[src/hdl/assert_macros.svh]
// Assertion macros shared by the Chebyshev evaluator modules.
`ifndef ASSERT_MACROS_SVH
`define ASSERT_MACROS_SVH

// Check a property on every clock edge outside reset.
`define CSE_ASSERT(lbl, prop, msg) \
  lbl: assert property (@(posedge clk_i) disable iff (!rst_ni) (prop)) else $error(msg);

// Check a property on every clock edge, reset included.
`define CSE_ASSERT_NR(lbl, prop, msg) \
  lbl: assert property (@(posedge clk_i) (prop)) else $error(msg);

`endif

[src/hdl/cse_pkg.sv]
// Package with types, widths and constants of the Chebyshev series evaluator.
package cse_pkg;

  // Table sizes
  localparam int MAX_TERMS   = 32;
  localparam int MAX_DIMS    = 4;
  localparam int STORE_DEPTH = MAX_DIMS * MAX_TERMS;
  localparam int ADDR_W      = (STORE_DEPTH > 1) ? $clog2(STORE_DEPTH) : 1;
  localparam int TCNT_W      = $clog2(MAX_TERMS + 1);
  localparam int DCNT_W      = $clog2(MAX_DIMS + 1);

  // Field widths
  localparam int NUM_TERMS_W = 6;
  localparam int NUM_DIMS_W  = 3;
  localparam int CFG_IDX_W   = 1;
  localparam int CFG_DATA_W  = 6;
  localparam int DIM_W       = 2;
  localparam int TERM_W      = 5;
  localparam int COEFF_W     = 48;
  localparam int X_W         = 32;
  localparam int FRAC_W      = 30;

  // Datapath widths
  localparam int HALF_W  = 16;                    // split of |T| for the coefficient product
  localparam int TWP_W   = 2 * X_W - 1;           // |x| * |T|
  localparam int TWM_W   = TWP_W - (FRAC_W - 1);  // rounded magnitude of 2xT
  localparam int TW_W    = TWM_W + 2;             // signed 2xT - T
  localparam int PROD_W  = COEFF_W + X_W;         // |c| * |T|
  localparam int Q_W     = PROD_W - FRAC_W;       // rounded magnitude of c*T
  localparam int ACC_W   = 57;                    // exact running sum

  // Request queue
  localparam int QUEUE_DEPTH = 2;
  localparam int QPTR_W      = (QUEUE_DEPTH > 1) ? $clog2(QUEUE_DEPTH) : 1;
  localparam int QCNT_W      = $clog2(QUEUE_DEPTH + 1);

  // One in Q1.30
  localparam logic signed [X_W-1:0] X_ONE     = X_W'(2 ** FRAC_W);
  localparam logic signed [X_W-1:0] X_NEG_ONE = -X_ONE;

  // Register indexes
  localparam logic [CFG_IDX_W-1:0] CFG_NUM_TERMS = CFG_IDX_W'(0);
  localparam logic [CFG_IDX_W-1:0] CFG_NUM_DIMS  = CFG_IDX_W'(1);

  // Commands
  typedef enum logic {
    CMD_LOAD = 1'b0,
    CMD_EVAL = 1'b1
  } cmd_e;

  // Request passed from the front end to the evaluator
  typedef struct packed {
    logic                       is_eval;
    logic [ADDR_W-1:0]          addr;
    logic signed [COEFF_W-1:0]  coeff;
    logic signed [X_W-1:0]      x;
  } cse_req_t;

  // Effective configuration seen by the evaluator
  typedef struct packed {
    logic [TCNT_W-1:0] nt;
    logic [DCNT_W-1:0] nd;
  } cse_cfg_t;

endpackage

[src/hdl/cse_queue.sv]
// Short request queue between the front end and the evaluator.
module cse_queue import cse_pkg::*; (
  input  logic     clk_i,
  input  logic     rst_ni,
  input  logic     push_i,
  input  cse_req_t req_i,
  output logic     ready_o,
  output logic     valid_o,
  output cse_req_t head_o,
  input  logic     pop_i
);

  `include "assert_macros.svh"

  cse_req_t            entries_q [QUEUE_DEPTH];
  logic [QPTR_W-1:0]   wr_ptr_q, wr_ptr_d;
  logic [QPTR_W-1:0]   rd_ptr_q, rd_ptr_d;
  logic [QCNT_W-1:0]   count_q, count_d;

  assign ready_o = (count_q != QCNT_W'(QUEUE_DEPTH));
  assign valid_o = (count_q != '0);
  assign head_o  = entries_q[rd_ptr_q];

  // Advance pointers with wrap and track the fill level
  always_comb begin
    wr_ptr_d = wr_ptr_q;
    rd_ptr_d = rd_ptr_q;
    count_d  = count_q;
    if (push_i) begin
      wr_ptr_d = (wr_ptr_q == QPTR_W'(QUEUE_DEPTH - 1)) ? '0 : QPTR_W'(wr_ptr_q + 1'b1);
    end
    if (pop_i) begin
      rd_ptr_d = (rd_ptr_q == QPTR_W'(QUEUE_DEPTH - 1)) ? '0 : QPTR_W'(rd_ptr_q + 1'b1);
    end
    if (push_i && !pop_i) begin
      count_d = QCNT_W'(count_q + 1'b1);
    end else if (pop_i && !push_i) begin
      count_d = QCNT_W'(count_q - 1'b1);
    end
  end

  always_ff @(posedge clk_i or negedge rst_ni) begin
    if (!rst_ni) begin
      wr_ptr_q <= '0;
      rd_ptr_q <= '0;
      count_q  <= '0;
    end else begin
      wr_ptr_q <= wr_ptr_d;
      rd_ptr_q <= rd_ptr_d;
      count_q  <= count_d;
    end
  end

  // Store the pushed request
  always_ff @(posedge clk_i) begin
    if (push_i) begin
      entries_q[wr_ptr_q] <= req_i;
    end
  end

  `CSE_ASSERT(a_no_push_full, push_i |-> (count_q != QCNT_W'(QUEUE_DEPTH)), "push into full queue")
  `CSE_ASSERT_NR(a_no_pop_empty, pop_i |-> (count_q != '0), "pop from empty queue")

endmodule

[config.mk]
export PLATFORM = sky130hd
export DESIGN_NAME = cse_queue
export DESIGN_NICKNAME = d
export VERILOG_FILES = /design/src/hdl/cse_pkg.sv /design/src/hdl/cse_queue.sv
export VERILOG_INCLUDE_DIRS = /design/src /design/src/hdl
export SDC_FILE = /design/constraint.sdc
export NUM_CORES = 1
export LEC_CHECK = 0
export BUFFER_PORTS_ARGS = -buffer_cell sky130_fd_sc_hd__buf_2
export CAP_MARGIN = 20
export CORE_ASPECT_RATIO = 0.75
export CORE_MARGIN = 8
export CORE_UTILIZATION = 47
export CTS_CLUSTER_DIAMETER = 40
export CTS_CLUSTER_SIZE = 30
export DETAILED_ROUTE_END_ITERATION = 16
export PLACE_DENSITY = 0.76
export SLEW_MARGIN = 0
export SYNTH_ARGS = -nofsm -noshare
export SYNTH_HDL_FRONTEND = slang
export SYNTH_SLANG_ARGS = --single-unit
export TNS_END_PERCENT = 30
[constraint.sdc]
create_clock -name clk_i -period 5.07 [get_ports clk_i]
set_clock_uncertainty 0.15 [all_clocks]
set_input_delay 0.2535 -clock clk_i [delete_from_list [all_inputs] [get_ports clk_i]]
set_output_delay 0.2535 -clock clk_i [all_outputs]
set_load 0.02 [all_outputs]
==> results.sh, run 1 <==
export IMPL_status="completed"
export IMPL_cts_made_buffers=17
export IMPL_gr_usage_met3_pct=6.59
export IMPL_route_detailed_drc=0
export IMPL_clk_pin_slew_ns=0.07
export IMPL_end_kind="output port"
export IMPL_wire_per_inst_um=18.6
export IMPL_drtIter0Drc=257
export IMPL_avgSynthCellArea_um2=22.7
export IMPL_viasPerCell=4.79
export IMPL_synth_top_area_share_pct=80.4
export IMPL_ys_top_cells_by_area="edfxtp_1 (80%), mux2_2 (13%), mux2_4 (2.3%), dfrtp_1 (1.5%), buf_2 (0.53%)"
export IMPL_reg2reg_to="entries_q[1][29]"
export IMPL_startpoint="rd_ptr_q"
export IMPL_min_period_over_period_pct=57.9
export IMPL_cp_num_cells=3
export IMPL_grt_max_degree=58
export IMPL_synth_area_um2=6570
export IMPL_fin_crit_ns=2.94
export IMPL_worstSetupStartpointType="flip-flop"
export IMPL_tritoncts="done"
export IMPL_num_antenna_cells=0
export IMPL_cts_root_buffer="clkbuf_16"
export IMPL_gr_usage_all_layers_pct=16.1
export IMPL_worstReg2RegStart="wr_ptr_q"
export IMPL_dp_cells=640
export IMPL_cp_arrival_ns=2.53
export IMPL_grt_pass1_vias=4051
export IMPL_cap_violations=0
export IMPL_port_buffers=181
export IMPL_ir_drop_mv=0.387
export IMPL_path_cells="buf_4 > mux2_2 > buf_2"
export IMPL_hp_class="flip-flop to flip-flop"
export IMPL_rows=37
export IMPL_core_area_um2=13700
export IMPL_synth_top_area_cell="edfxtp_1"
export IMPL_rsz0062_at_grt="false"
export IMPL_htreeDepth=4
export IMPL_critical_path_max_stage_delay_ns=0.86
export IMPL_path_max_fanout=47
export IMPL_die_h_um=118
export IMPL_clockBufferDepth=2
export IMPL_postPlaceCellArea_um2=7670
export IMPL_initial_core_util_pct=48.0
export IMPL_globalRouteMet1Util_pct=19.1
export IMPL_drt_total_wl_mm=14.2
export IMPL_power_density_nw_per_um2=539
export IMPL_crit_buf_inv=2
export IMPL_ys_types=15
export IMPL_clock_latency_ns=0.42
export IMPL_finalHoldViolCount=0
export IMPL_yosysWarnings=0
export IMPL_antenna_found_initial=0
export IMPL_critical_path_required_ns=4.67
export IMPL_crit_slowest_cell="dfrtp_4"
export IMPL_rr_worst_depth=2
export IMPL_final_cell_area_um2=9190
export IMPL_setup_violations_final=0
export IMPL_ys_seq_area_share_pct=81.9
export IMPL_grt_pass1_wl_mm=22.5
export IMPL_drt_antenna_violating_nets=0
export IMPL_nNetsFinal=669
export IMPL_synth_nets=383
export IMPL_tightest_slew_ns=0.753
export IMPL_final_setup_tns_ns=0
export IMPL_gr_total_overflow=0
export IMPL_syn_inst=290
export IMPL_worst_r2r_setup_slack_ns=2.93
export IMPL_vias=3658
export IMPL_leakagePower_nw=3.54
export IMPL_finalWeightedCongestion=0.747
export IMPL_drt_pass1_iterations=4
export IMPL_dp_final_hpwl_mm=8.97
export IMPL_drive_gt1_share_pct=52.3
export IMPL_areaGrowthSynthToFinish_pct=39.9
export IMPL_critPathCapture="head_o[35]"
export IMPL_dieArea_um2=18100
export IMPL_fin_cells=764
export IMPL_cp_top_family="flip-flops"
export IMPL_finish_utilization_pct=67.1
export IMPL_grtUsageMet2_pct=26.0
export IMPL_ys_seq_elements=180
export IMPL_timing_slew_headroom_pct=49.8
export IMPL_die_w_um=153
export IMPL_critPathKind="flip-flop to output port"
export IMPL_ios=182
export IMPL_fmax_mhz=340
export IMPL_post_cts_buffers=0
export IMPL_grt_busiest_layer="met2"
export IMPL_cts_sinks=180
export IMPL_drv_slew=0
[cells in the final DEF (no fill, tap or decap), drive strengths merged]
cell | netlist | final
buf | 10 | 185
edfxtp | 176 | 176
dlygate4sd3 | 0 | 92
mux2 | 88 | 88
clkbuf | 0 | 18
inv | 1 | 7
xor2 | 4 | 4
dfrtp | 4 | 4
clkinvlp | 0 | 3
clkinv | 0 | 3
bufinv | 0 | 2
or2 | 1 | 1
nand2b | 1 | 1
and2 | 1 | 1
nor2b | 1 | 1
xnor2 | 1 | 1
nor2 | 1 | 1
ha | 1 | 1
[area by class of cell]
type | count | area, µm²
inverter | 1 | 3.75
clock inverter | 14 | 169
sequential | 180 | 5390
tap | 175 | 219
fill | 881 | 4510
timing repair buffer | 277 | 1860
multi-input combinational | 99 | 1120
clock buffer | 18 | 429
[state kept, by name, summed over array words and instances, names as in the netlist]
name       cells
wr_ptr_q       1
count_q        2
entries_q    176
rd_ptr_q       1
[through the flow]
stage | total power, W | worst slack, ns | hold WS (ns)
2_1_floorplan | 0.00318 | 0.0729 | -0.192
3_3_place_gp | 0.00360 | 2.62 | -0.0878
3_5_place_dp | 0.00363 | 2.59 | -0.0808
4_1_cts | 0.00500 | 2.12 | 0.358
5_1_grt | 0.00517 | 2.01 | 0.383
6_report | 0.00496 | 2.13 | 0.372
[cell usage after synthesis]
cell	instances
mux2_2	78
xnor2_1	1
edfxtp_1	176
mux2_4	10
nor2_1	1
buf_2	7
buf_6	3
dfrtp_1	4
nand2b_1	1
xor2_1	4
and2_1	1
inv_1	1
or2_2	1
ha_1	1
nor2b_1	1
[metal layers]
layer	share of wire, %	wire length, µm
met1	42	6040
met2	48	6770
met3	8.5	1210
met4	1.6	233
met5	0	0
[kinds of logic after synthesis]
logic type                 after synthesis  share of synthesized area (%)
and+or+nand+nor                          5                          0.438
buffers and inverters                   11                           1.10
DFF                                    180                           81.9
xor gates and xnor gates                 5                          0.666
muxes                                   88                           15.7
adders and majority gates                1                          0.190
[repair_timing]
| item | 4_1_cts | 5_1_grt |
|---|---|---|
| hold buffers | 92 | 0 |
| endpoints found under the hold margin | 182 | 0 |
| resized for setup | 0 | 0 |
[how the worst min path moves through the flow]
stage,start,endpoint,slack (ns),cells after the start
after global placement,rst_ni,count_q[1],-0.09,1
final,count_q[1],count_q[1],0.37,1
after CTS,count_q[1],count_q[1],0.36,1
after global routing,count_q[1],count_q[1],0.38,1
after detailed placement,rst_ni,count_q[0],-0.08,1
after floorplan,rst_ni,count_q[0],-0.19,0
[power by group]
group | leakage, nW | internal (W) | switching [W]
registers | 1.70 | 0.00198 | 0.000151
logic | 1.55 | 0.000641 | 0.000878
clock network | 0.283 | 0.000742 | 0.000566
total | 3.54 | 0.00336 | 0.00160
No activity file was read; power rests on OpenSTA's default activity.
==> run 2: changes to the inputs <==
ABC_AREA = 1   (was default)
clock period = 2.55 ns   (was 5.07 ns; I/O delays follow)
==> run 2 against run 1 <==
Design area grew 1.0%; clock power rose by 110%; combinational power rose by 110%; global-route usage increased by 0.46 points; via count up 3.8%; critical path type unchanged; largest power group unchanged; highest routed layer unchanged.
==> results.sh, run 2 <==
export IMPL_ys_top_cells_by_area="edfxtp_1 (80%), mux2_2 (13%), mux2_4 (2.3%), dfrtp_1 (1.5%), buf_2 (0.53%)"
export IMPL_viasPerCell=4.90
export IMPL_power_density_nw_per_um2=1090
export IMPL_port_buffers=181
export IMPL_clk_pin_slew_ns=0.06
export IMPL_ir_drop_mv=0.676
export IMPL_layout_common_cells="buf_2 (181), edfxtp_1 (176), dlygate4sd3_1 (92)"
export IMPL_setup_ws_ns=0.354
export IMPL_leakagePower_nw=3.61
export IMPL_place_ws_ns=0.817
export IMPL_wire_per_inst_um=19.1
export IMPL_dp_cells=651
export IMPL_path_max_fanout=35
export IMPL_synth_main_ff_cell="edfxtp_1"
export IMPL_tightest_slew_ns=0.772
export IMPL_synth_top_area_share_pct=80.2
export IMPL_antenna_found_initial=0
export IMPL_drt_antenna_violating_nets=0
export IMPL_timing_slew_headroom_pct=48.5
export IMPL_grt_max_degree=56
export IMPL_worstSetupStartpointType="flip-flop"
export IMPL_regMostFlops="entries_q"
export IMPL_synth_top_area_cell="edfxtp_1"
export IMPL_min_period_over_period_pct=86.1
export IMPL_nNetsFinal=680
export IMPL_ys_seq_area_share_pct=81.7
export IMPL_drive_gt1_share_pct=51.2
export IMPL_status="completed"
export IMPL_async_flop_share_pct=2.22
export IMPL_initial_core_util_pct=48.1
export IMPL_dp_final_hpwl_mm=9.09
export IMPL_cts_made_buffers=17
export IMPL_synth_area_um2=6590
export IMPL_die_w_um=153
export IMPL_drv_slew=0
export IMPL_largest_reg_flops=176
export IMPL_cts_root_buffer="clkbuf_16"
export IMPL_reg2reg_to="entries_q[0][57]"
export IMPL_hp_class="input pin to flip-flop"
export IMPL_final_cell_area_um2=9280
export IMPL_cts_resized_gates=0
export IMPL_num_antenna_cells=0
export IMPL_die_h_um=119
export IMPL_avgSynthCellArea_um2=22.0
export IMPL_setup_violations_final=0
export IMPL_finalWeightedCongestion=0.712
export IMPL_gr_usage_all_layers_pct=16.5
export IMPL_cts_sinks=180
export IMPL_htreeDepth=4
export IMPL_vias=3797
export IMPL_drtIter0Drc=277
export IMPL_rsz0062_at_grt="false"
export IMPL_synth_nets=392
export IMPL_ys_seq_elements=180
export IMPL_ios=182
export IMPL_dieArea_um2=18100
export IMPL_fin_cells=775
export IMPL_grt_pass1_wl_mm=23.2
export IMPL_min_path_cells=2
export IMPL_drt_pass1_iterations=4
export IMPL_ff_latch_area_um2=5390
export IMPL_ys_types=14
export IMPL_core_area_um2=13700
export IMPL_yosysMostFrequentCell="edfxtp_1"
export IMPL_finish_utilization_pct=67.8
export IMPL_fmax_mhz=455
export IMPL_clockBufferDepth=2
export IMPL_final_common_cell="buf_2"
export IMPL_critPathKind="flip-flop to output port"
export IMPL_cap_violations=0
export IMPL_rr_worst_depth=2
export IMPL_finalHoldViolCount=0
export IMPL_gr_total_overflow=0
export IMPL_fin_hold_ws_ns=0.278
export IMPL_multi_input_comb_area_um2=1120
export IMPL_largestRegisters="entries_q x176, count_q x2"
export IMPL_clock_latency_ns=0.42
export IMPL_min_from="req_i[9]"
export IMPL_postPlaceCellArea_um2=7730
export IMPL_worst_r2r_setup_slack_ns=0.82
export IMPL_yosysWarnings=0
export IMPL_yosys_top_cells_count="edfxtp_1 (176), mux2_2 (78), mux2_4 (10)"
export IMPL_cp_arrival_ns=1.92
export IMPL_syn_inst=299
export IMPL_critical_path_required_ns=2.27
export IMPL_drt_total_wl_mm=14.8
export IMPL_tritoncts="done"
export IMPL_rows=37
export IMPL_worstReg2RegStart="wr_ptr_q"
export IMPL_min_to="entries_q[1][9]"
export IMPL_route_detailed_drc=0
export IMPL_synth_edf_count=176
export IMPL_end_kind="output port"
export IMPL_grt_pass1_vias=4228
export IMPL_areaGrowthSynthToFinish_pct=40.9
export IMPL_post_cts_buffers=0
export IMPL_fill_cells=891
export IMPL_fin_crit_ns=2.20
## run 2: cell types whose count changed after synthesis
cell and change:
inv_1 +6, nand2_1 +7, nand2b_1 -1, nor2b_1 -1
nand3_1 +1, xor2_1 -2, and2_1 -1, or2_2 -1
nand4_1 +1
## run 2: worst max-delay path, cell delays in order (launching register included)
cell,delay (ns)
dfrtp_4,0.64
buf_12,0.27
mux2_2,0.37
buf_2,0.17
## run 2: metrics by stage
stage | total power (W) | setup TNS (ns)
after global placement | 0.00722 | 0
after CTS | 0.0102 | 0
after detailed placement | 0.00730 | 0
after floorplan | 0.00630 | -19.13
final | 0.0101 | 0
after global routing | 0.0106 | 0
## run 2: cells by family (layout without fill, tap and decap cells)
logic type,count (synthesis),in the layout,synth area share (%)
simple gates,10,10,0.627
buf+inv,17,318,1.44
xor+xnor,3,3,0.399
fa+ha+maj,1,1,0.190
mux,88,88,15.6
flops,180,180,81.7
## run 2: per-layer routing
metal | vias to the layer above | routed length [µm] | global-route usage, %
li1 | 1750 | - | -
met1 | 1881 | 6230 | 19.8
met5 | - | 0 | 0
met4 | 0 | 147 | 4.99
met2 | 154 | 7240 | 27.2
met3 | 12 | 1160 | 6.59
## run 2: worst max-delay path by stage
stage               slack [ns]              end      from
global placement          0.83       head_o[28]  rd_ptr_q
detailed placement        0.82       head_o[45]  rd_ptr_q
CTS                       0.35       head_o[85]  rd_ptr_q
floorplan                -0.22  entries_q[1][0]  wr_ptr_q
global route              0.27       head_o[16]  rd_ptr_q
finish                    0.35       head_o[16]  rd_ptr_q
## run 2: power by group
part	leakage [nW]	internal, W	switching (W)
Combinational	1.60	0.00132	0.00187
Clock	0.310	0.00173	0.00107
Sequential	1.70	0.00393	0.000214
Total	3.61	0.00698	0.00316
## run 2: layout make-up
| class | instances | share of cell area (%) |
|---|---|---|
| clock inverters | 15 | 2.26 |
| clock buffers | 17 | 4.58 |
| multi-input cells | 102 | 12.0 |
| well taps | 175 | 2.36 |
| repair buffers | 279 | 20.4 |
| inverters | 7 | 0.296 |
| flip-flops and latches | 180 | 58.0 |
## run 2: timing repair
| action | in CTS | in global routing |
|---|---|---|
| endpoints found under the setup margin | 0 | 0 |
| hold buffers | 92 | 0 |
| hold endpoints to repair | 183 | 0 |
