**config.mk**
```make
export PLATFORM = sky130hd
export DESIGN_NAME = cse_front
export DESIGN_NICKNAME = d
export VERILOG_FILES = /design/src/hdl/assert_macros.svh /design/src/hdl/cse_pkg.sv /design/src/hdl/cse_front.sv
export SDC_FILE = /design/constraint.sdc
export NUM_CORES = 1
export LEC_CHECK = 0
export ABC_AREA = 0
export BUFFER_PORTS_ARGS = -buffer_cell sky130_fd_sc_hd__buf_4
export CAP_MARGIN = 20
export CORE_AREA = 2 2 70 72
export DETAILED_ROUTE_END_ITERATION = 6
export DIE_AREA = 0 0 72 74
export GPL_ROUTABILITY_DRIVEN = 0
export GPL_TIMING_DRIVEN = 0
export PLACE_DENSITY_LB_ADDON = 0.3
export SLEW_MARGIN = 20
export SYNTH_ARGS = -nofsm -noshare
export SYNTH_HDL_FRONTEND = slang
export SYNTH_SLANG_ARGS = --single-unit
```
**constraint.sdc**
```tcl
create_clock -name vclk -period 1.7
set_input_delay 0.34 -clock vclk [all_inputs]
set_output_delay 0.34 -clock vclk [all_outputs]
set_load 0.005 [all_outputs]
```
**src/hdl/assert_macros.svh**
```systemverilog
// Assertion macros shared by the Chebyshev evaluator modules.
`ifndef ASSERT_MACROS_SVH
`define ASSERT_MACROS_SVH

// Check a property on every clock edge outside reset.
`define CSE_ASSERT(lbl, prop, msg) \
  lbl: assert property (@(posedge clk_i) disable iff (!rst_ni) (prop)) else $error(msg);

// Check a property on every clock edge, reset included.
`define CSE_ASSERT_NR(lbl, prop, msg) \
  lbl: assert property (@(posedge clk_i) (prop)) else $error(msg);

`endif

```
**src/hdl/cse_pkg.sv**
```systemverilog
// Package with types, widths and constants of the Chebyshev series evaluator.
package cse_pkg;

  // Table sizes
  localparam int MAX_TERMS   = 32;
  localparam int MAX_DIMS    = 4;
  localparam int STORE_DEPTH = MAX_DIMS * MAX_TERMS;
  localparam int ADDR_W      = (STORE_DEPTH > 1) ? $clog2(STORE_DEPTH) : 1;
  localparam int TCNT_W      = $clog2(MAX_TERMS + 1);
  localparam int DCNT_W      = $clog2(MAX_DIMS + 1);

  // Field widths
  localparam int NUM_TERMS_W = 6;
  localparam int NUM_DIMS_W  = 3;
  localparam int CFG_IDX_W   = 1;
  localparam int CFG_DATA_W  = 6;
  localparam int DIM_W       = 2;
  localparam int TERM_W      = 5;
  localparam int COEFF_W     = 48;
  localparam int X_W         = 32;
  localparam int FRAC_W      = 30;

  // Datapath widths
  localparam int HALF_W  = 16;                    // split of |T| for the coefficient product
  localparam int TWP_W   = 2 * X_W - 1;           // |x| * |T|
  localparam int TWM_W   = TWP_W - (FRAC_W - 1);  // rounded magnitude of 2xT
  localparam int TW_W    = TWM_W + 2;             // signed 2xT - T
  localparam int PROD_W  = COEFF_W + X_W;         // |c| * |T|
  localparam int Q_W     = PROD_W - FRAC_W;       // rounded magnitude of c*T
  localparam int ACC_W   = 57;                    // exact running sum

  // Request queue
  localparam int QUEUE_DEPTH = 2;
  localparam int QPTR_W      = (QUEUE_DEPTH > 1) ? $clog2(QUEUE_DEPTH) : 1;
  localparam int QCNT_W      = $clog2(QUEUE_DEPTH + 1);

  // One in Q1.30
  localparam logic signed [X_W-1:0] X_ONE     = X_W'(2 ** FRAC_W);
  localparam logic signed [X_W-1:0] X_NEG_ONE = -X_ONE;

  // Register indexes
  localparam logic [CFG_IDX_W-1:0] CFG_NUM_TERMS = CFG_IDX_W'(0);
  localparam logic [CFG_IDX_W-1:0] CFG_NUM_DIMS  = CFG_IDX_W'(1);

  // Commands
  typedef enum logic {
    CMD_LOAD = 1'b0,
    CMD_EVAL = 1'b1
  } cmd_e;

  // Request passed from the front end to the evaluator
  typedef struct packed {
    logic                       is_eval;
    logic [ADDR_W-1:0]          addr;
    logic signed [COEFF_W-1:0]  coeff;
    logic signed [X_W-1:0]      x;
  } cse_req_t;

  // Effective configuration seen by the evaluator
  typedef struct packed {
    logic [TCNT_W-1:0] nt;
    logic [DCNT_W-1:0] nd;
  } cse_cfg_t;

endpackage

```
**src/hdl/cse_front.sv**
```systemverilog
// Front end: accepts requests, drops loads outside the table, forms addresses, clamps x.
module cse_front import cse_pkg::*; (
  input  logic                      in_valid_i,
  output logic                      in_ready_o,
  input  logic                      command_i,
  input  logic [DIM_W-1:0]          dim_select_i,
  input  logic [TERM_W-1:0]         term_select_i,
  input  logic signed [COEFF_W-1:0] coeff_value_i,
  input  logic signed [X_W-1:0]     x_value_i,
  output logic                      push_o,
  output cse_req_t                  req_o,
  input  logic                      q_ready_i
);

  logic is_eval;
  logic in_table;

  // Classify the request
  assign is_eval  = (command_i == CMD_EVAL);
  assign in_table = (int'(dim_select_i) < MAX_DIMS) && (int'(term_select_i) < MAX_TERMS);

  // Take a request whenever the queue has room; drop loads outside the table
  assign in_ready_o = q_ready_i;
  assign push_o     = in_valid_i && q_ready_i && (is_eval || in_table);

  // Build the queued request
  always_comb begin
    req_o.is_eval = is_eval;
    req_o.addr    = ADDR_W'(int'(dim_select_i) * MAX_TERMS + int'(term_select_i));
    req_o.coeff   = coeff_value_i;
    if (x_value_i > X_ONE) begin
      req_o.x = X_ONE;
    end else if (x_value_i < X_NEG_ONE) begin
      req_o.x = X_NEG_ONE;
    end else begin
      req_o.x = x_value_i;
    end
  end

endmodule

```
==> results.md, run 1 <==
- The count of buffers inserted at the top-level ports is 124.
- The die is roughly 72 um wide.
- The initial detailed-routing violation count is 18.
- The top-level port count is 180.
- The final number of hold-violating endpoints is 0.
- The worst setup path is launched from an input port.
- The total inserted antenna cells is 0.
- The average cell area after synthesis is between 5 and 6 sq um.
- The total non-filler cell area in the finished layout is 2020 sq um.
- The area growth from synthesis to layout is 152%.
- The required time reported for the critical path endpoint is 1.36 ns.
- The transition time at the pin with the least slew margin is 0.449 ns.
- The fraction of layout cells with a size suffix above 1 is 0.811.
- In the routed layout, each cell is associated on average with a via count of 4.02.
- The number of warnings printed during yosys synthesis is 0.
- The final critical-path setup slack is -0.237 ns.
- IR analysis of the VDD net gives a maximum drop of about 93 uV.
- The vias after detailed routing is 1279.
- Sorting the synthesized cells by area gives the leading types as sky130_fd_sc_hd__buf_4 (53%), sky130_fd_sc_hd__nor2_1 (15%), sky130_fd_sc_hd__nand2_1 (14%).
- The number of setup violations in the final report is 30.
- The finished layout holds between 300 and 400 standard cells, fillers aside.
- After detailed routing, the number of remaining DRC violations is 0.
- The category of the critical setup timing path is in2out.
- The most numerous cell type found on the critical path is sky130_fd_sc_hd__buf_4.
- The checks that failed: setup timing.
- The tightest slew margin relative to the limit is 0.701.
- The floorplan has 25 rows.
- The number of antenna violations at the first check in global routing is 0.
- The number of maximum-capacitance violations is 0.
- The post-synthesis net count is between 200 and 250.
- The remaining antenna violation count after routing is 0.
- Of all nets on the critical path, the largest fanout is 10.
- The die covers about 5300 sq um.
- The final period demand of the worst path is around 1.9 ns.
- There are 0 flip-flops and latches.
- Once placement finished, the instance area stood at ~1800 sq um.
- Entering global routing, the biggest net connects 11 pins.
- The hold-fix buffer count after cts is 0.
- The filler cells instantiated in the layout total 490.
- Across every metal layer, demand over resource in global routing totals 0.111.
- The mapped netlist covers 801 sq um.
- Walking the worst path, the cells encountered are buf_4 > nor4_4 > nand4_1 > o211a_4 > buf_8 > nor2_1 > buf_4.
- Summed over all instances, the cell type with the most area after synthesis is sky130_fd_sc_hd__buf_4.
- Setup repair after global routing could not meet its margin everywhere.
- The slowest stage of the critical path belongs to the cell sky130_fd_sc_hd__o211a_4.
- By instance count, the leading cell after synthesis is sky130_fd_sc_hd__buf_4.
- In this run the static leakage power is 1.12 nW.
- Summed over all layers, the global routing overflow is 0.
- The number of global-route vias before repair is approximately 1.0k.
- The average wire per standard cell is around 11 um.
- After layout, the clock buffer instance count stands at 0.
- The worst setup path is captured at an output pin.
- After floorplanning, the core was sized to cover 4600 sq um.
- The flow ran to the end, but the final reports show violations.
- The post-synthesis cell count is 139.
- The ratio of total power to cell area is ~250 nW/um^2.
- The post-placement worst setup slack is -0.359 ns.
- The number of max-slew violations in the final report is 0.
- The placed cell count is roughly 320.
- The die boundary height is roughly 74 um.
- On the worst path, the slowest cell contributes a delay of between 0.3 and 0.4 ns.
- For the worst setup path, the data arrival time is ~1.6 ns.
- The sum of routed wire length over all layers is about 3600 um.
- The sequential standard cell area is 0 sq um.
- The effective utilization at floorplan is 0.174.
- In the synthesized netlist, the cells that appear most often are sky130_fd_sc_hd__buf_4 (57), sky130_fd_sc_hd__nor2_1 (31), sky130_fd_sc_hd__nand2_1 (30), sky130_fd_sc_hd__nor4_1 (6), sky130_fd_sc_hd__clkbuf_1 (4).
- The final layout contains approximately 360 nets.
- The maximum frequency from static timing analysis is about 0.52 GHz.
- In this run, distinct cell masters in the synthesized netlist total 13.
- The path category of the worst min-delay check is in2out.
- The global-route wire length before repair is roughly 5000 um.
- The portion of the post-synthesis area used by sequential elements is 0.
- The count of TritonRoute iterations in the first routing pass is 2.
- The placed wire-length estimate after detailed placement is 2990 um.
- Of the post-synthesis cell area, the dominant cell type holds 0.534.
- The core occupancy in the finished layout is 0.439.
- In the finished design, the share of the clock period the worst path needs comes to 1.14.
## where the power goes
part           leakage [nW]  total [mW]  internal [mW]  switching, mW
combinational          1.12       0.512          0.330          0.182
clock                     0           0              0              0
sequential                0           0              0              0
## worst paths after layout
| kind | start | to | slack [ns] | cells after the start |
|---|---|---|---|---|
| worst max-delay path | x_value_i[2] | req_o[4] | -0.24 | 7 |
| worst min-delay path | coeff_value_i[24] | req_o[56] | 0.85 | 2 |
## per-layer routing
| layer | GRT usage | vias up | wire [um] |
|---|---|---|---|
| met2 | 0.220 | 95 | 1970 |
| met3 | 0.0230 | 0 | 525 |
| met5 | 0 | - | 0 |
| li1 | - | 625 | - |
| met1 | 0.131 | 559 | 1120 |
| met4 | 0 | 0 | 0 |
## cell families after synthesis
logic type | share of synthesized area
and+or+nand+nor | 0.388
buffers and inverters | 0.600
AOI/OAI and AO/OA | 0.0125
## final cells by class
cell class / count / area, sq um / area share
Buffer: 64 / 480 / 0.238
Inverter: 1 / 3.75 / 0.00186
Tap cell: 54 / 67.6 / 0.0335
Timing Repair Buffer: 125 / 980 / 0.485
Multi-Input combinational cell: 74 / 488 / 0.242
## cells in the final DEF (no fill, tap or decap)
master,Yosys,final
sky130_fd_sc_hd__or2_2,1,1
sky130_fd_sc_hd__nor2_1,31,11
sky130_fd_sc_hd__buf_8,0,1
sky130_fd_sc_hd__inv_1,1,1
sky130_fd_sc_hd__nand2_1,30,30
sky130_fd_sc_hd__nor2_4,0,4
sky130_fd_sc_hd__nor4_4,0,6
sky130_fd_sc_hd__buf_4,57,171
sky130_fd_sc_hd__nor4_2,1,1
sky130_fd_sc_hd__o211a_4,0,1
sky130_fd_sc_hd__nor2_2,0,16
sky130_fd_sc_hd__buf_6,3,13
sky130_fd_sc_hd__clkbuf_1,4,4
sky130_fd_sc_hd__nand4_1,2,2
sky130_fd_sc_hd__and2_1,1,1
sky130_fd_sc_hd__nand2b_1,1,1
## worst max-delay path: cells and delay by family
| family | cells | cell delay [ns] |
|---|---|---|
| buf+inv | 3 | 0.39 |
| compound gates | 1 | 0.31 |
| simple gates | 3 | 0.55 |
## repair_timing
item                                    4_1_cts  5_1_grt
cloned                                        1        0
pin swaps                                     5        8
endpoints found under the setup margin       30       30
resized for setup                            23       27
setup buffers                                 0        0
## metrics by stage
stage / power (mW) / hold slack, ns / setup TNS (ns)
4_1_cts: 0.490 / 0.846 / -6.05
5_1_grt: 0.556 / 0.848 / -8.63
2_1_floorplan: 0.188 / 0.754 / 0
3_3_place_gp: 0.455 / 0.846 / -9.65
3_5_place_dp: 0.459 / 0.846 / -9.68
6_report: 0.512 / 0.845 / -6.54
Note: power is estimated with default switching activity, not from simulation.
==> run 2, diff against run 1 <==
--- a/config.mk
+++ b/config.mk
@@ -14,6 +14,7 @@
 export GPL_ROUTABILITY_DRIVEN = 0
 export GPL_TIMING_DRIVEN = 0
 export PLACE_DENSITY_LB_ADDON = 0.3
+export SETUP_SLACK_MARGIN = 0.5
 export SLEW_MARGIN = 20
 export SYNTH_ARGS = -nofsm -noshare
 export SYNTH_HDL_FRONTEND = slang
==> results.md, run 2 (synthesis results as in run 1) <==
- The count of buffers inserted at the top-level ports was 124 (unchanged).
- The final worst hold slack came to 0.845 ns (+0.0000290 ns).
- The checks that failed: setup timing.
- The sum of routed wire length over all layers is 3470 um (-4.1%).
- The mean number of vias per cell is 3.95 (-1.8%).
- The number of antenna violations at the first check in global routing is 0 (unchanged).
- The tightest slew margin relative to the limit is 0.702 (+0.000792).
- The maximum frequency from static timing analysis is 0.531 GHz (+2.8%).
- The number of global-route vias before repair was 1000 (-4.4%).
- The switching power of the nets is 0.180 mW (-1.3%).
- The share of power burned in combinational logic came to 1.000 (about the same).
- The delay of the slowest cell on the worst path is 0.31 ns (about the same).
- The critical path goes through buf_6 > nor4_4 > nand4_1 > o211a_4 > buf_8 > nor2_2 > buf_4.
- The placed wire-length estimate after detailed placement came to 3000 um (+0.12%).
- The sequential group share of total power came to 0 (unchanged).
- The number of maximum-capacitance violations was 0 (unchanged).
- The die width was 72 um (unchanged).
- The hold-fix buffer count after cts is 0 (unchanged).
- The clock tree buffer count of the final layout was 0 (unchanged).
- Leaving out fill and tap cells, the most frequent cells in the layout are sky130_fd_sc_hd__buf_4 (170), sky130_fd_sc_hd__nand2_1 (30), sky130_fd_sc_hd__nor2_2 (20), sky130_fd_sc_hd__buf_6 (12), sky130_fd_sc_hd__nor2_1 (8).
- The final critical-path setup slack is -0.184 ns (+0.0533 ns).
- The sequential standard cell area is 0 sq um (unchanged).
- The family with the most delay on the worst path is simple AND/OR/NAND/NOR gates.
- The fraction of layout cells with a size suffix above 1 was 0.822 (+0.0114).
- The count of TritonRoute iterations in the first routing pass is 4 (+2).
- The vias after detailed routing is 1256 (-1.8%).
- The number of setup violations in the final report is 30 (unchanged).
- The maximum fanout along the worst path is 10 (unchanged).
- The buffering stage count on the worst path with inverters included came to 3 (unchanged).
- The post-route DRC violation count is 0 (unchanged).
- The ratio of final minimum period to clock period is 1.11 (-0.0314).
- The aggregate global routing overflow is 0 (unchanged).
- The initial detailed-routing violation count is 15 (-3).
- The layout sequential cell count is 0 (unchanged).
- The flow ran to the end, but the final reports show violations.
- The net count of the finished layout is 356 (unchanged).
- The endpoint with the worst hold slack is req_o[41].
- The startpoint type of the worst setup path is an input port.
- The remaining antenna violation count after routing is 0 (unchanged).
- The arrival time reported for the critical path endpoint was 1.54 ns (-0.06 ns).
- The die boundary height is 74 um (unchanged).
- The total negative slack is -4.73 ns (+1.81 ns).
- The internal power consumption is 0.334 mW (+1.4%).
- The top-level port count is 180 (unchanged).
- The worst vdd rail ir drop came to 104 uV (+11%).
- The category of the critical setup timing path is in2out.
- The average wire per standard cell is 10.9 um (-4.1%).
- The ratio of total power to cell area is 254 nW/um^2 (about the same).
- The part of the power in the clock network is 0 (unchanged).
- The floorplan core area is 4600 sq um (unchanged).
- The total inserted antenna cells was 0 (unchanged).
- The cell at the slowest stage of the critical path is sky130_fd_sc_hd__o211a_4.
- The global-route wire length before repair came to 4540 um (-7.6%).
- The worst setup path is captured at an output pin.
- Setup repair after global routing could not meet its margin everywhere.
- The effective utilization at floorplan is 0.174 (unchanged).
- The total non-filler cell area in the finished layout was 2030 sq um (+0.37%).
- The final period demand of the worst path is 1.88 ns (-0.0533 ns).
- The instance area at placement is 1870 sq um (+3.8%).
- The maximum number of pins on one net before global-route repair is 11 (unchanged).
- In this run the worst hold path is classified as in2out.
- The worst min-delay path startpoint is coeff_value_i[9].
- The area of the die came to 5330 sq um (unchanged).
- The standby leakage power is 1.12 nW (-0.24%).
- The combined global-route utilization of all metal layers is 0.104 (-0.00737).
- The number of max-slew violations in the final report was 0 (unchanged).
- The synthesis-to-layout area growth is 153%.
- The number of cells traversed by the worst hold path is 2 (unchanged).
- The final number of hold-violating endpoints is 0 (unchanged).
- The placement row count is 25 (unchanged).
- The transition time at the pin with the least slew margin was 0.447 ns (-0.00119 ns).
- The required time reported for the critical path endpoint was 1.36 ns (about the same).
- The switching fraction of total power is 0.350 (-0.00616).
- The library cell used most frequently in the layout, excluding fill and tap cells, is sky130_fd_sc_hd__buf_4.
run 2: timing repair:
item                       CTS  global route
buffers inserted             0             0
setup endpoints to repair   31            30
cloned                       1             0
gates resized for setup     29             8
pin swaps                    9             4
run 2: how the worst max path moves through the flow:
stage             startpoint        end  slack (ns)  depth (start not counted)
3_5_place_dp    x_value_i[2]  req_o[19]       -0.39                          7
2_1_floorplan   x_value_i[3]  req_o[11]        0.13                          5
6_report       x_value_i[17]  req_o[21]       -0.18                          7
5_1_grt         x_value_i[2]  req_o[27]       -0.31                          7
4_1_cts        x_value_i[18]  req_o[21]       -0.23                          7
3_3_place_gp    x_value_i[2]  req_o[19]       -0.41                          7
run 2: cell type report:
| type | instances | area (sq um) |
|---|---|---|
| fillers | 476 | 2570 |
| inverters | 1 | 3.75 |
| well taps | 54 | 67.6 |
| multi-input cells | 74 | 484 |
| repair buffers | 125 | 987 |
| plain buffers | 64 | 484 |
run 2: through the flow:
| stage | total power [mW] | instances | setup WS, ns | util |
|---|---|---|---|---|
| floorplan | 0.202 | 139 | 0.131 | - |
| global placement | 0.474 | 317 | -0.405 | 0.406 |
| detailed placement | 0.477 | 317 | -0.392 | 0.406 |
| CTS | 0.515 | 318 | -0.230 | 0.436 |
| global route | 0.556 | 318 | -0.306 | 0.441 |
| finish | 0.514 | 318 | -0.184 | 0.441 |
run 2: layer usage:
metal | GRT usage | wire (um) | vias up
met5 | 0 | 0 | -
met4 | 0 | 0 | 0
met3 | 0.0108 | 422 | 0
met2 | 0.213 | 1930 | 91
met1 | 0.123 | 1110 | 542
li1 | - | - | 623
run 2: power by group through the flow:
stage	clock network (mW)	logic [mW]	registers, mW
4_1_cts	0	0.515	0
3_5_place_dp	0	0.477	0
5_1_grt	0	0.556	0
2_1_floorplan	0	0.202	0
3_3_place_gp	0	0.474	0
6_report	0	0.514	0
==> run 3, diff against run 2 <==
--- a/config.mk
+++ b/config.mk
@@ -8,9 +8,11 @@
 export ABC_AREA = 0
 export BUFFER_PORTS_ARGS = -buffer_cell sky130_fd_sc_hd__buf_4
 export CAP_MARGIN = 20
-export CORE_AREA = 2 2 70 72
+export CELL_PAD_IN_SITES_DETAIL_PLACEMENT = 2
+export CELL_PAD_IN_SITES_GLOBAL_PLACEMENT = 2
+export CORE_MARGIN = 1
+export CORE_UTILIZATION = 10
 export DETAILED_ROUTE_END_ITERATION = 6
-export DIE_AREA = 0 0 72 74
 export GPL_ROUTABILITY_DRIVEN = 0
 export GPL_TIMING_DRIVEN = 0
 export PLACE_DENSITY_LB_ADDON = 0.3
==> constraint.sdc (replaced) <==
create_clock -name vclk -period 2.1
set_input_delay 0.42 -clock vclk [all_inputs]
set_output_delay 0.42 -clock vclk [all_outputs]
set_load 0.005 [all_outputs]
==> results.md, run 3 (synthesis results as in run 1) <==
- The flow ran to the end, but the final reports show violations.
- The checks that failed: setup timing.
- The effective utilization at floorplan is 0.104 (-0.0705).
- The placed wire-length estimate after detailed placement is 3620 um (+21%).
- The startpoint type of the worst setup path is an input port.
- The transition time at the pin with the least slew margin came to 0.461 ns (+0.0134 ns).
- The number of global-route vias before repair was 1282 (+28%).
- The maximum frequency from static timing analysis is roughly 0.47 GHz.
- The floorplan core area was 7730 sq um (+68%).
- The count of TritonRoute iterations in the first routing pass was 3 (-1).
- The worst hold path begins at coeff_value_i[18].
- The critical path in this run is classified as in2out.
- The total negative slack was -0.0362 ns (+4.69 ns).
- The standby leakage power is 1.15 nW (+2.5%).
- The vias after detailed routing was 1315 (+4.7%).
- The fraction of layout cells with a size suffix above 1 is 0.838 (+0.0158).
- The ratio of total power to cell area is 204 nW/um^2 (-20%).
- The average wire per standard cell is 11.4 um (+4.6%).
- The aggregate global routing overflow came to 0 (unchanged).
- The final cell count without fillers is 367 (+15%).
- The count of filler cells inserted in the layout is 935 (+96%).
- The area of the die came to 8370 sq um (+57%).
- The number of antenna violations at the first check in global routing is 0 (unchanged).
- The layout sequential cell count is 0 (unchanged).
- The total non-filler cell area in the finished layout is 2200 sq um (+8.6%).
- The core occupancy in the finished layout is 0.285 (-0.156).
- The worst vdd rail ir drop is 38.3 uV (-63%).
- The placed cell count came to 365 (+15%).
- The sum of routed wire length over all layers is 4180 um (+21%).
- The maximum number of pins on one net before global-route repair was 11 (unchanged).
- The final critical-path setup slack is -0.0180 ns (+0.166 ns).
- The top-level port count is 180 (unchanged).
- The switching power of the nets is 0.162 mW (-10%).
- The endpoint with the worst hold slack is req_o[50].
- The most common cell after layout, fill and taps aside is sky130_fd_sc_hd__buf_4.
- The die width is 91.5 um (+27%).
- The required time reported for the critical path endpoint was 1.68 ns (+0.32 ns).
- The combined global-route utilization of all metal layers came to 0.0869 (-0.0171).
- The placement row count is 32 (+28%).
- STA classifies the critical path endpoint as an output pin.
- Setup repair after global routing could not meet its margin everywhere.
- The number of maximum-capacitance violations was 0 (unchanged).
- The share of power burned in combinational logic was 1.000 (about the same).
- The hold-fix buffer count after cts is 0 (unchanged).
- The global-route wire length before repair was 6110 um (+34%).
- The launch point of the critical path is x_value_i[21].
- The number of setup violations in the final report is 6 (-80%).
- The switching fraction of total power is 0.360 (+0.0105).
- The final number of hold-violating endpoints is 0 (unchanged).
- The remaining antenna violation count after routing was 0 (unchanged).
- The post-route DRC violation count was 0 (unchanged).
- The sequential group share of total power is 0 (unchanged).
- From synthesis to final layout, the design area changed by 175%.
- The arrival time reported for the critical path endpoint is 1.70 ns (+0.16 ns).
- The net count of the finished layout came to 357 (+0.28%).
- The die boundary height is 91.5 um (+24%).
- The initial detailed-routing violation count is 14 (-1).
- The count of buffers inserted at the top-level ports was 124 (unchanged).
- The sequential standard cell area is 0 sq um (unchanged).
- In the layout the commonest cells are sky130_fd_sc_hd__buf_4 (163), sky130_fd_sc_hd__nand2_1 (30), sky130_fd_sc_hd__buf_6 (19), sky130_fd_sc_hd__nor2_2 (15), sky130_fd_sc_hd__nor2_4 (12).
- The area of the multi-input gates is 537 sq um (+11%).
- The instance area at placement came to 1930 sq um (+3.2%).
- The number of max-slew violations in the final report came to 0 (unchanged).
- The number of cells traversed by the worst hold path is 2 (unchanged).
- The internal power consumption is 0.287 mW (-14%).
- The mean number of vias per cell is 3.58 (-9.3%).
- The maximum fanout along the worst path is 5 (-5).
- The clock tree buffer count of the final layout is 0 (unchanged).
- The final worst hold slack is 1.01 ns (+0.161 ns).
- The smallest clock period supported by the final layout is computed as roughly 2.1 ns.
- In the finished design, the share of the clock period the worst path needs comes to 1.01.
- The part of the power in the clock network was 0 (unchanged).
- The total inserted antenna cells is 0 (unchanged).
- The path category of the worst min-delay check is in2out.
- The tightest slew margin relative to the limit is 0.693 (-0.00893).
==> run 3: through the flow <==
step	total power, mW	worst slack (ns)
6_report	0.449	-0.0180
5_1_grt	0.484	-0.0883
3_5_place_dp	0.393	-0.200
2_1_floorplan	0.163	0.371
3_3_place_gp	0.387	-0.214
4_1_cts	0.413	-0.0329
==> run 3: final cells by class <==
| class | count | area share |
|---|---|---|
| repair buffers | 126 | 0.472 |
| multi-input cells | 74 | 0.244 |
| plain buffers | 64 | 0.225 |
| well taps | 102 | 0.0580 |
| inverters | 1 | 0.00171 |
==> run 3: power groups by stage <==
stage / Clock (mW) / Sequential (mW) / Combinational [mW]
CTS: 0 / 0 / 0.413
global placement: 0 / 0 / 0.387
global route: 0 / 0 / 0.484
detailed placement: 0 / 0 / 0.393
finish: 0 / 0 / 0.449
floorplan: 0 / 0 / 0.163
==> run 3: worst max path at each step <==
| stage | endpoint | slack, ns | cells after the start |
|---|---|---|---|
| floorplan | req_o[11] | 0.37 | 5 |
| global placement | req_o[26] | -0.21 | 7 |
| detailed placement | req_o[26] | -0.20 | 7 |
| CTS | req_o[28] | -0.03 | 7 |
| global route | req_o[18] | -0.09 | 7 |
| finish | req_o[18] | -0.02 | 7 |
==> run 3: worst max-delay path, stage by stage <==
cell	delay (ns)
sky130_fd_sc_hd__buf_8	0.10
sky130_fd_sc_hd__nor4_4	0.28
sky130_fd_sc_hd__nand4_1	0.17
sky130_fd_sc_hd__o211a_4	0.32
sky130_fd_sc_hd__clkbuf_16	0.18
sky130_fd_sc_hd__nor2_2	0.10
sky130_fd_sc_hd__buf_4	0.11
==> run 3: repair_timing <==
| action | CTS | global route |
|---|---|---|
| pin swaps | 3 | 12 |
| gates cloned | 1 | 1 |
| setup endpoints to repair | 30 | 30 |
| setup buffers | 0 | 0 |
| gates resized for setup | 18 | 40 |
==> run 3: routing by layer <==
layer,GRT usage,share of wire
met4,0,0
met3,0.0176,0.099
met1,0.0963,0.34
met2,0.177,0.56
met5,0,0
